### config.mk
export PLATFORM = sky130hd
export DESIGN_NAME = mask_pixel_to_rgba
export DESIGN_NICKNAME = d
export VERILOG_FILES = /design/src/hw/rtl/mpr_pkg.sv /design/src/hw/rtl/mpr_cfg.sv /design/src/hw/rtl/mpr_scan.sv /design/src/hw/rtl/mpr_chan.sv /design/src/hw/rtl/mask_pixel_to_rgba.sv
export SDC_FILE = /design/constraint.sdc
export NUM_CORES = 2
export LEC_CHECK = 0
export BUFFER_PORTS_ARGS = -buffer_cell sky130_fd_sc_hd__buf_2
export CORE_MARGIN = 2
export CORE_UTILIZATION = 50
export DETAILED_ROUTE_END_ITERATION = 10
export HOLD_SLACK_MARGIN = 0.05
export PLACE_DENSITY = 0.67
export REMOVE_ABC_BUFFERS = 1
export SYNTH_ARGS = -nofsm -noshare
export SYNTH_HDL_FRONTEND = slang
export SYNTH_HIERARCHICAL = 1
export SYNTH_SLANG_ARGS = --single-unit
### constraint.sdc
create_clock -name clk_i -period 6.5 [get_ports clk_i]
set_clock_uncertainty 0.2 [all_clocks]
set_input_delay 0.325 -clock clk_i [delete_from_list [all_inputs] [get_ports clk_i]]
set_output_delay 0.325 -clock clk_i [all_outputs]
set_load 0.02 [all_outputs]
### src/hw/rtl/mpr_pkg.sv
// ----------------------------------------------------------------------------
// mpr_pkg
// Shared types, register codes and constants for the mask-to-RGBA converter.
// ----------------------------------------------------------------------------
package mpr_pkg;

  localparam int unsigned NumChan  = 4;
  localparam int unsigned RegIdxW  = 3;
  localparam int unsigned DataW    = 32;
  localparam int unsigned ShiftW   = 5;
  localparam int unsigned DimRegW  = 13;
  localparam int unsigned IndexW   = 24;

  typedef enum logic [RegIdxW-1:0] {
    REG_MASK_RED        = 3'd0,
    REG_MASK_GREEN      = 3'd1,
    REG_MASK_BLUE       = 3'd2,
    REG_MASK_ALPHA      = 3'd3,
    REG_IMAGE_WIDTH     = 3'd4,
    REG_IMAGE_HEIGHT    = 3'd5,
    REG_FLIP_VERTICAL   = 3'd6,
    REG_FLIP_HORIZONTAL = 3'd7
  } cfg_reg_e;

  localparam logic [DataW-1:0] ALPHA_OPAQUE = 32'hff00_0000;

  localparam logic [ShiftW-1:0] CHAN_BASE [NumChan] = '{5'd0, 5'd8, 5'd16, 5'd24};

  localparam logic [DataW-1:0] MASK_RESET [NumChan] =
    '{32'h0000_00ff, 32'h0000_ff00, 32'h00ff_0000, 32'hff00_0000};

  // Per-channel setup, derived at reset and when the mask is written.
  typedef struct packed {
    logic [DataW-1:0]  mask;
    logic              zero;
    logic [ShiftW-1:0] rsh;
    logic [ShiftW-1:0] lsh;
  } chan_cfg_t;

  function automatic logic [ShiftW-1:0] lead_one(input logic [DataW-1:0] v);
    logic [ShiftW-1:0] pos;
    pos = '0;
    for (int i = 0; i < DataW; i++) begin
      if (v[i]) begin
        pos = ShiftW'(i);
      end
    end
    return pos;
  endfunction

  // Right shift drops the mask top bit to bit 7, left shift puts bit 7 of the
  // 8-bit field at the top of the channel byte.
  function automatic chan_cfg_t chan_derive(input logic [DataW-1:0]  mask,
                                            input logic [ShiftW-1:0] base);
    chan_cfg_t         c;
    logic [ShiftW-1:0] msb;
    msb    = lead_one(mask);
    c.mask = mask;
    c.zero = (mask == '0);
    if (msb > 5'd7) begin
      c.rsh = msb - 5'd7;
      c.lsh = base;
    end else begin
      c.rsh = '0;
      c.lsh = base + (5'd7 - msb);
    end
    return c;
  endfunction

endpackage

### src/hw/rtl/mpr_cfg.sv
// ----------------------------------------------------------------------------
// mpr_cfg
// Configuration registers: channel masks with their shifts, clamped image
// dimensions and mirror flags.
// ----------------------------------------------------------------------------
module mpr_cfg #(
  parameter int unsigned MAX_DIM = 4096,
  localparam int unsigned CW = $clog2(MAX_DIM),
  localparam int unsigned DW = $clog2(MAX_DIM + 1)
) (
  input  logic                                clk_i,
  input  logic                                rst_ni,
  input  logic                                cfg_we_i,
  input  logic [mpr_pkg::RegIdxW-1:0]         cfg_index_i,
  input  logic [mpr_pkg::DataW-1:0]           cfg_wdata_i,
  output mpr_pkg::chan_cfg_t                  chan_o [mpr_pkg::NumChan],
  output logic [DW-1:0]                       width_o,
  output logic [CW-1:0]                       width_last_o,
  output logic [CW-1:0]                       height_last_o,
  output logic                                flip_v_o,
  output logic                                flip_h_o
);

  mpr_pkg::chan_cfg_t chan_q [mpr_pkg::NumChan];
  logic [DW-1:0] width_q;
  logic [CW-1:0] width_last_q, height_last_q;
  logic          flip_v_q, flip_h_q;

  logic [mpr_pkg::DimRegW-1:0] dim_raw;
  logic [DW-1:0]               dim_clamp;

  // 0 reads as 1, anything above MAX_DIM as MAX_DIM
  assign dim_raw = cfg_wdata_i[mpr_pkg::DimRegW-1:0];

  always_comb begin
    if (dim_raw == '0) begin
      dim_clamp = DW'(1);
    end else if (32'(dim_raw) > 32'(MAX_DIM)) begin
      dim_clamp = DW'(MAX_DIM);
    end else begin
      dim_clamp = DW'(dim_raw);
    end
  end

  always_ff @(posedge clk_i or negedge rst_ni) begin
    if (!rst_ni) begin
      for (int c = 0; c < mpr_pkg::NumChan; c++) begin
        chan_q[c] <= mpr_pkg::chan_derive(mpr_pkg::MASK_RESET[c], mpr_pkg::CHAN_BASE[c]);
      end
      width_q       <= DW'(1);
      width_last_q  <= '0;
      height_last_q <= '0;
      flip_v_q      <= 1'b0;
      flip_h_q      <= 1'b0;
    end else if (cfg_we_i) begin
      case (cfg_index_i)
        mpr_pkg::REG_MASK_RED: begin
          chan_q[0] <= mpr_pkg::chan_derive(cfg_wdata_i, mpr_pkg::CHAN_BASE[0]);
        end
        mpr_pkg::REG_MASK_GREEN: begin
          chan_q[1] <= mpr_pkg::chan_derive(cfg_wdata_i, mpr_pkg::CHAN_BASE[1]);
        end
        mpr_pkg::REG_MASK_BLUE: begin
          chan_q[2] <= mpr_pkg::chan_derive(cfg_wdata_i, mpr_pkg::CHAN_BASE[2]);
        end
        mpr_pkg::REG_MASK_ALPHA: begin
          chan_q[3] <= mpr_pkg::chan_derive(cfg_wdata_i, mpr_pkg::CHAN_BASE[3]);
        end
        mpr_pkg::REG_IMAGE_WIDTH: begin
          width_q      <= dim_clamp;
          width_last_q <= CW'(dim_clamp - DW'(1));
        end
        mpr_pkg::REG_IMAGE_HEIGHT: begin
          height_last_q <= CW'(dim_clamp - DW'(1));
        end
        mpr_pkg::REG_FLIP_VERTICAL: begin
          flip_v_q <= cfg_wdata_i[0];
        end
        mpr_pkg::REG_FLIP_HORIZONTAL: begin
          flip_h_q <= cfg_wdata_i[0];
        end
        default: begin
        end
      endcase
    end
  end

  assign chan_o        = chan_q;
  assign width_o       = width_q;
  assign width_last_o  = width_last_q;
  assign height_last_o = height_last_q;
  assign flip_v_o      = flip_v_q;
  assign flip_h_o      = flip_h_q;

endmodule

### src/hw/rtl/mpr_scan.sv
// ----------------------------------------------------------------------------
// mpr_scan
// Column and row counters in scan order; gives the mirrored destination
// position and the end-of-image flag for the current request.
// ----------------------------------------------------------------------------
module mpr_scan #(
  parameter int unsigned MAX_DIM = 4096,
  localparam int unsigned CW = $clog2(MAX_DIM)
) (
  input  logic          clk_i,
  input  logic          rst_ni,
  input  logic          advance_i,
  input  logic [CW-1:0] width_last_i,
  input  logic [CW-1:0] height_last_i,
  input  logic          flip_v_i,
  input  logic          flip_h_i,
  output logic [CW-1:0] dcol_o,
  output logic [CW-1:0] drow_o,
  output logic          frame_last_o
);

  logic [CW-1:0] col_q, col_d, row_q, row_d;
  logic [CW-1:0] col, row;
  logic          end_row, end_img;

  // a counter left past a shrunk dimension acts as the last column/row
  assign col = (col_q > width_last_i)  ? width_last_i  : col_q;
  assign row = (row_q > height_last_i) ? height_last_i : row_q;

  assign end_row = (col == width_last_i);
  assign end_img = end_row && (row == height_last_i);

  assign dcol_o       = flip_h_i ? (width_last_i - col)  : col;
  assign drow_o       = flip_v_i ? (height_last_i - row) : row;
  assign frame_last_o = end_img;

  always_comb begin
    if (end_img) begin
      col_d = '0;
      row_d = '0;
    end else if (end_row) begin
      col_d = '0;
      row_d = row + CW'(1);
    end else begin
      col_d = col + CW'(1);
      row_d = row;
    end
  end

  always_ff @(posedge clk_i or negedge rst_ni) begin
    if (!rst_ni) begin
      col_q <= '0;
      row_q <= '0;
    end else if (advance_i) begin
      col_q <= col_d;
      row_q <= row_d;
    end
  end

endmodule

### src/hw/rtl/mpr_chan.sv
// ----------------------------------------------------------------------------
// mpr_chan
// One channel extractor: mask the raw pixel, bring the field to eight bits
// and place it in the channel byte of the RGBA word.
// ----------------------------------------------------------------------------
module mpr_chan #(
  parameter bit IS_ALPHA = 1'b0
) (
  input  logic [mpr_pkg::DataW-1:0] raw_i,
  input  mpr_pkg::chan_cfg_t        cfg_i,
  output logic [mpr_pkg::DataW-1:0] chan_o
);

  logic [mpr_pkg::DataW-1:0] shifted;
  logic [7:0]                field;

  assign shifted = (raw_i & cfg_i.mask) >> cfg_i.rsh;
  assign field   = shifted[7:0];

  always_comb begin
    if (cfg_i.zero) begin
      chan_o = IS_ALPHA ? mpr_pkg::ALPHA_OPAQUE : '0;
    end else begin
      chan_o = mpr_pkg::DataW'(field) << cfg_i.lsh;
    end
  end

endmodule

### src/hw/rtl/mask_pixel_to_rgba.sv
// ----------------------------------------------------------------------------
// mask_pixel_to_rgba
// Bit-mask pixel format conversion to RGBA8888 with destination indexing.
// ----------------------------------------------------------------------------
// Usage:
//   Input channel: raw_pixel_i with in_valid_i / in_stall_o, one raw pixel per
//   request in scan order. Output channel: rgba_word_o, pixel_index_o and
//   frame_last_o with out_valid_o / out_stall_i, one result per request.
//   Configuration: cfg_we_i writes cfg_wdata_i into register cfg_index_i
//   (masks, width, height, mirror flags); write only while no request is in
//   flight.
//   Pipeline: two register stages in all (input register, output register);
//   a taken request passes through both before it is presented.
//   Throughput: one pixel per clock without output stall; the critical path
//   is the row times width multiply plus column add feeding output register.
//   Stall: while out_stall_i holds the output register, the input register
//   still takes one more request; in_stall_o rises only when both are full.
//   Reset: masks return to 8-bit R,G,B,A lanes, 1x1 image, no mirroring,
//   counters at the first pixel, both stages empty.
// ----------------------------------------------------------------------------
module mask_pixel_to_rgba #(
  parameter int unsigned MAX_DIM = 4096
) (
  input  logic                              clk_i,
  input  logic                              rst_ni,
  input  logic                              cfg_we_i,
  input  logic [mpr_pkg::RegIdxW-1:0]       cfg_index_i,
  input  logic [mpr_pkg::DataW-1:0]         cfg_wdata_i,
  input  logic                              in_valid_i,
  output logic                              in_stall_o,
  input  logic [mpr_pkg::DataW-1:0]         raw_pixel_i,
  output logic                              out_valid_o,
  input  logic                              out_stall_i,
  output logic [mpr_pkg::DataW-1:0]         rgba_word_o,
  output logic [mpr_pkg::IndexW-1:0]        pixel_index_o,
  output logic                              frame_last_o
);

  localparam int unsigned CW = $clog2(MAX_DIM);
  localparam int unsigned DW = $clog2(MAX_DIM + 1);
  localparam int unsigned PW = CW + DW + 1;

  mpr_pkg::chan_cfg_t chan_cfg [mpr_pkg::NumChan];
  logic [DW-1:0] width;
  logic [CW-1:0] width_last, height_last;
  logic          flip_v, flip_h;

  logic [CW-1:0] dcol, drow;
  logic          scan_last;

  logic in_accept, s1_move, s2_free;

  // input register
  logic                      s1_valid_q;
  logic [mpr_pkg::DataW-1:0] raw_q;
  logic [CW-1:0]             dcol_q, drow_q;
  logic                      last_q;

  // output register
  logic                       s2_valid_q;
  logic [mpr_pkg::DataW-1:0]  rgba_q, rgba_d;
  logic [mpr_pkg::IndexW-1:0] index_q, index_d;
  logic                       frame_last_q;

  logic [mpr_pkg::DataW-1:0] chan_word [mpr_pkg::NumChan];
  logic [PW-1:0]             index_full;

  mpr_cfg #(
    .MAX_DIM (MAX_DIM)
  ) u_cfg (
    .clk_i         (clk_i),
    .rst_ni        (rst_ni),
    .cfg_we_i      (cfg_we_i),
    .cfg_index_i   (cfg_index_i),
    .cfg_wdata_i   (cfg_wdata_i),
    .chan_o        (chan_cfg),
    .width_o       (width),
    .width_last_o  (width_last),
    .height_last_o (height_last),
    .flip_v_o      (flip_v),
    .flip_h_o      (flip_h)
  );

  assign s2_free    = !s2_valid_q || !out_stall_i;
  assign s1_move    = s1_valid_q && s2_free;
  assign in_stall_o = s1_valid_q && !s2_free;
  assign in_accept  = in_valid_i && !in_stall_o;

  mpr_scan #(
    .MAX_DIM (MAX_DIM)
  ) u_scan (
    .clk_i         (clk_i),
    .rst_ni        (rst_ni),
    .advance_i     (in_accept),
    .width_last_i  (width_last),
    .height_last_i (height_last),
    .flip_v_i      (flip_v),
    .flip_h_i      (flip_h),
    .dcol_o        (dcol),
    .drow_o        (drow),
    .frame_last_o  (scan_last)
  );

  always_ff @(posedge clk_i or negedge rst_ni) begin
    if (!rst_ni) begin
      s1_valid_q <= 1'b0;
    end else if (in_accept) begin
      s1_valid_q <= 1'b1;
    end else if (s1_move) begin
      s1_valid_q <= 1'b0;
    end
  end

  always_ff @(posedge clk_i) begin
    if (in_accept) begin
      raw_q  <= raw_pixel_i;
      dcol_q <= dcol;
      drow_q <= drow;
      last_q <= scan_last;
    end
  end

  for (genvar c = 0; c < mpr_pkg::NumChan; c++) begin : g_chan
    mpr_chan #(
      .IS_ALPHA (c == mpr_pkg::NumChan - 1)
    ) u_chan (
      .raw_i  (raw_q),
      .cfg_i  (chan_cfg[c]),
      .chan_o (chan_word[c])
    );
  end

  assign rgba_d = chan_word[0] | chan_word[1] | chan_word[2] | chan_word[3];

  assign index_full = (PW'(drow_q) * PW'(width)) + PW'(dcol_q);
  assign index_d    = mpr_pkg::IndexW'(index_full);

  always_ff @(posedge clk_i or negedge rst_ni) begin
    if (!rst_ni) begin
      s2_valid_q <= 1'b0;
    end else if (s2_free) begin
      s2_valid_q <= s1_valid_q;
    end
  end

  always_ff @(posedge clk_i) begin
    if (s1_move) begin
      rgba_q       <= rgba_d;
      index_q      <= index_d;
      frame_last_q <= last_q;
    end
  end

  assign out_valid_o   = s2_valid_q;
  assign rgba_word_o   = rgba_q;
  assign pixel_index_o = index_q;
  assign frame_last_o  = frame_last_q;

endmodule

==> results by group <==
Run status
  • Status: completed

Cells and area
  • Fill count: 5784
  • Most frequent cells in the layout: nand2_1, inv_1, dfrtp_1
  • Final Core Density: 0.556
  • Commonest non-fill, non-tap cell in the layout: nand2_1
  • Nets: 3969
  • Layout cells sized above 1: 0.125
  • Area Overhead vs Synth: 10.1%

Route
  • Initial drt markers: 3135
  • Wirelength per Cell: 23.2 µm
  • Routed via count: 28600
  • Post-route ant nets: 0
  • Drt pass-1 iters: 6
  • Routed WL: 105000 µm
  • Vias per std cell: 6.31
  • Detailed-route DRC error count: 0

Global route
  • Grt total ovfl: 0
  • First-pass GRT wire length: 161000 µm
  • Vias in the first global route: 26600
  • Largest net degree at the start of global routing: 74
  • GRT Resource Usage Total: 0.315
  • Antenna violations before repair: 2

Power and ir drop
  • Maximum vdd ir drop: 435 µV
  • PD cells: 458 nW/µm²
  • Leakage power: 14.8 nW

Hold path
  • Hold WC Path Type: in2async

Worst setup path
  • Critical path, cell by cell: and2_1 -> fa_1 -> inv_1 -> fa_1 -> inv_1 -> fa_1 -> fa_1 -> inv_1 -> fa_1 -> inv_1 -> ha_1 -> a2111o_1 -> or4_4 -> a2111oi_2 -> nor3_1 -> xnor2_1
  • Delay-heaviest family, CP: adder cells
  • Crit path required time: 6630 ps
  • CP Capture Type: register
  • Worst R2R Start: drow_q[2]
  • Max FO, Critical Path: 13
  • CP max stage cell: edfxtp_1
  • Worst path bufs/invs: 4
  • Setup CP Type: reg2reg
  • Most frequent CP cell: fa_1
  • Slowest stage delay, CP: 550 ps
  • Critical path launch point: drow_q[2]
  • Crit path launch type: register
  • Critical path arrival: 5870 ps

STA
  • Final Slew Violations: 0
  • Final hold viol count: 0
  • Final setup vio count: 0
  • Worst rel slew slack: 0.154
  • Setup TNS: 0 ps
  • Final min period: 5750 ps
  • Worst-Margin Slew: 1260 ps
  • Fmax: 174 MHz
  • Final period util: 0.884
  • RSZ-0062 raised after global routing: false

Logic synthesis
  • Yosys top cell area share: 0.155
  • Netlist cell types: 110
  • Async set or reset register ratio after synthesis: 0.675
  • Syn. warnings: 6
  • Cell Area, Synth: 31700 µm²
  • Post-synth EDFFs: 114
  • Top FF cell, synth: dfrtp_1
  • Post-synthesis sequential area ratio: 0.296
  • Largest cells by area after synthesis: dfrtp_1, edfxtp_1, nand2_1
  • Synth Register Bits: 351
  • Post-synthesis cell count: 3605
  • Avg Inst Size Synth: 8.80 µm²
  • Synth area leader: dfrtp_1

Clock tree
  • H-tree levels: 2
  • Clock Tree Buf Depth: 3
  • Later-pin clock latency in the skew report: 590 ps
  • Number of gates resized after cts: 0
  • CTS Buf Count: 42
  • Clock sinks: 351
  • CTS tree: done
  • Clock root buffer: clkbuf_16
  • Clk slew on worst S/H paths: 60 ps

Placement
  • Port buffer count: 130
  • Final HPWL DP: 78100 µm
  • Routability Congestion: 1.00

Die
  • Die area: 65500 µm²
  • Core Rows: 92
  • Core Region: 62900 µm²
  • Initial Utilization: 0.505
  • Die width: 256 µm
  • IO Pins: 131
  • Die Ht: 256 µm

Flow run
  • Total of max-cap violations: 0
-- cells by family (layout without fill, tap and decap cells) --
logic type | after synthesis | in the layout | share of synthesized area
fa+ha+maj | 241 | 241 | 0.124
other cells | 0 | 1 | 0
simple gates | 1638 | 1638 | 0.264
flops | 351 | 351 | 0.296
mux | 176 | 176 | 0.0901
xor+xnor | 53 | 53 | 0.0146
compound gates | 659 | 659 | 0.149
buf+inv | 487 | 570 | 0.0624
-- power breakdown --
part           internal (mW)  switching [mW]
combinational           3.88            5.58
clock                   1.61            1.00
sequential              3.14           0.781
-- sequential cells by signal (all words and copies together), names as in the netlist --
signal               count
u_scan/row_q            12
raw_q                   32
pixel_index_o           24
dcol_q                  12
u_scan/col_q            12
u_cfg/width_last_o      12
drow_q                  12
out_valid_o              1
rgba_word_o             32
u_cfg/chan_o           172
u_cfg/flip_v_o           1
u_cfg/flip_h_o           1
u_cfg/height_last_o     12
last_q                   1
s1_valid_q               1
frame_last_o             1
u_cfg/width_o           13
-- metrics by stage --
stage               total power [mW]  setup WS, ps  hold WS [ps]  area (µm²)  instances
global placement                13.1           828           116       32700       4390
finish                          16.0           754          68.3       34900       4535
floorplan                       10.7           773          -171       30800       3388
detailed placement              13.2           747           117       32700       4390
CTS                             15.9           732          52.0       34900       4534
global route                    17.3           469          94.3       34900       4535
-- area by class of cell --
class,count,area (µm²),share of cell area
multi-input cells,2767,20400,0.584
flip-flops and latches,351,9410,0.270
repair buffers,224,1540,0.0440
clock buffers,55,1190,0.0341
well taps,846,1060,0.0303
inverters,270,1010,0.0290
clock inverters,21,325,0.00932
diodes,1,2.50,0.0000717
-- Yosys cell counts (all sizes together), types with 22 or more instances --
| cell | n |
|---|---|
| or4 | 44 |
| mux2 | 22 |
| a31oi | 26 |
| edfxtp | 114 |
| clkbuf | 153 |
| fa | 122 |
| nand4bb | 29 |
| a21oi | 84 |
| nand3 | 52 |
| nor3 | 55 |
| o211ai | 31 |
| nand4b | 66 |
| dfrtp | 196 |
| a22oi | 23 |
| a221oi | 22 |
| o21ai | 168 |
| and3 | 33 |
| o2bb2ai | 22 |
| o22ai | 39 |
| ha | 119 |
| nand4 | 75 |
| and2 | 166 |
| inv | 263 |
| mux2i | 70 |
| dfstp | 41 |
| nand2b | 37 |
| xnor2 | 37 |
| buf | 64 |
| nor2b | 52 |
| o32ai | 29 |
| mux4 | 84 |
| nand2 | 753 |
| or2 | 33 |
| nor2 | 156 |
-- worst paths after layout --
path	cells past startpoint	slack (ps)	to
max	16	750	pixel_index_o[20]
min	2	70	u_scan/col_q[0]
max reg2reg	16	750	pixel_index_o[20]
min reg2reg	0	220	frame_last_o
max in group asynchronous	3	4640	u_cfg/chan_o[53]
min in group clk_i	4	100	u_cfg/chan_o[4]
-- per-layer routing --
layer  share of wire  track usage  vias up  wire length [µm]
met2            0.42        0.458     1431             44300
li1                -            -    13000                 -
met4           0.037        0.111        0              3920
met1            0.44        0.463    14000             46500
met3           0.098       0.0662      189             10300
met5               0            0        -                 0
-- worst register-to-register path: cells and delay by family, from the launching register on --
family | cells | cell delay (ps)
compound gates | 2 | 690
xor+xnor | 1 | 130
buf+inv | 4 | 220
simple gates | 3 | 840
flops | 1 | 550
fa+ha+maj | 6 | 2880
-- timing repair --
action | 4_1_cts | 5_1_grt
setup buffers | 0 | 0
hold buffers | 68 | 0
hold endpoints to repair | 222 | 0
No activity file was read; power rests on OpenSTA's default activity.
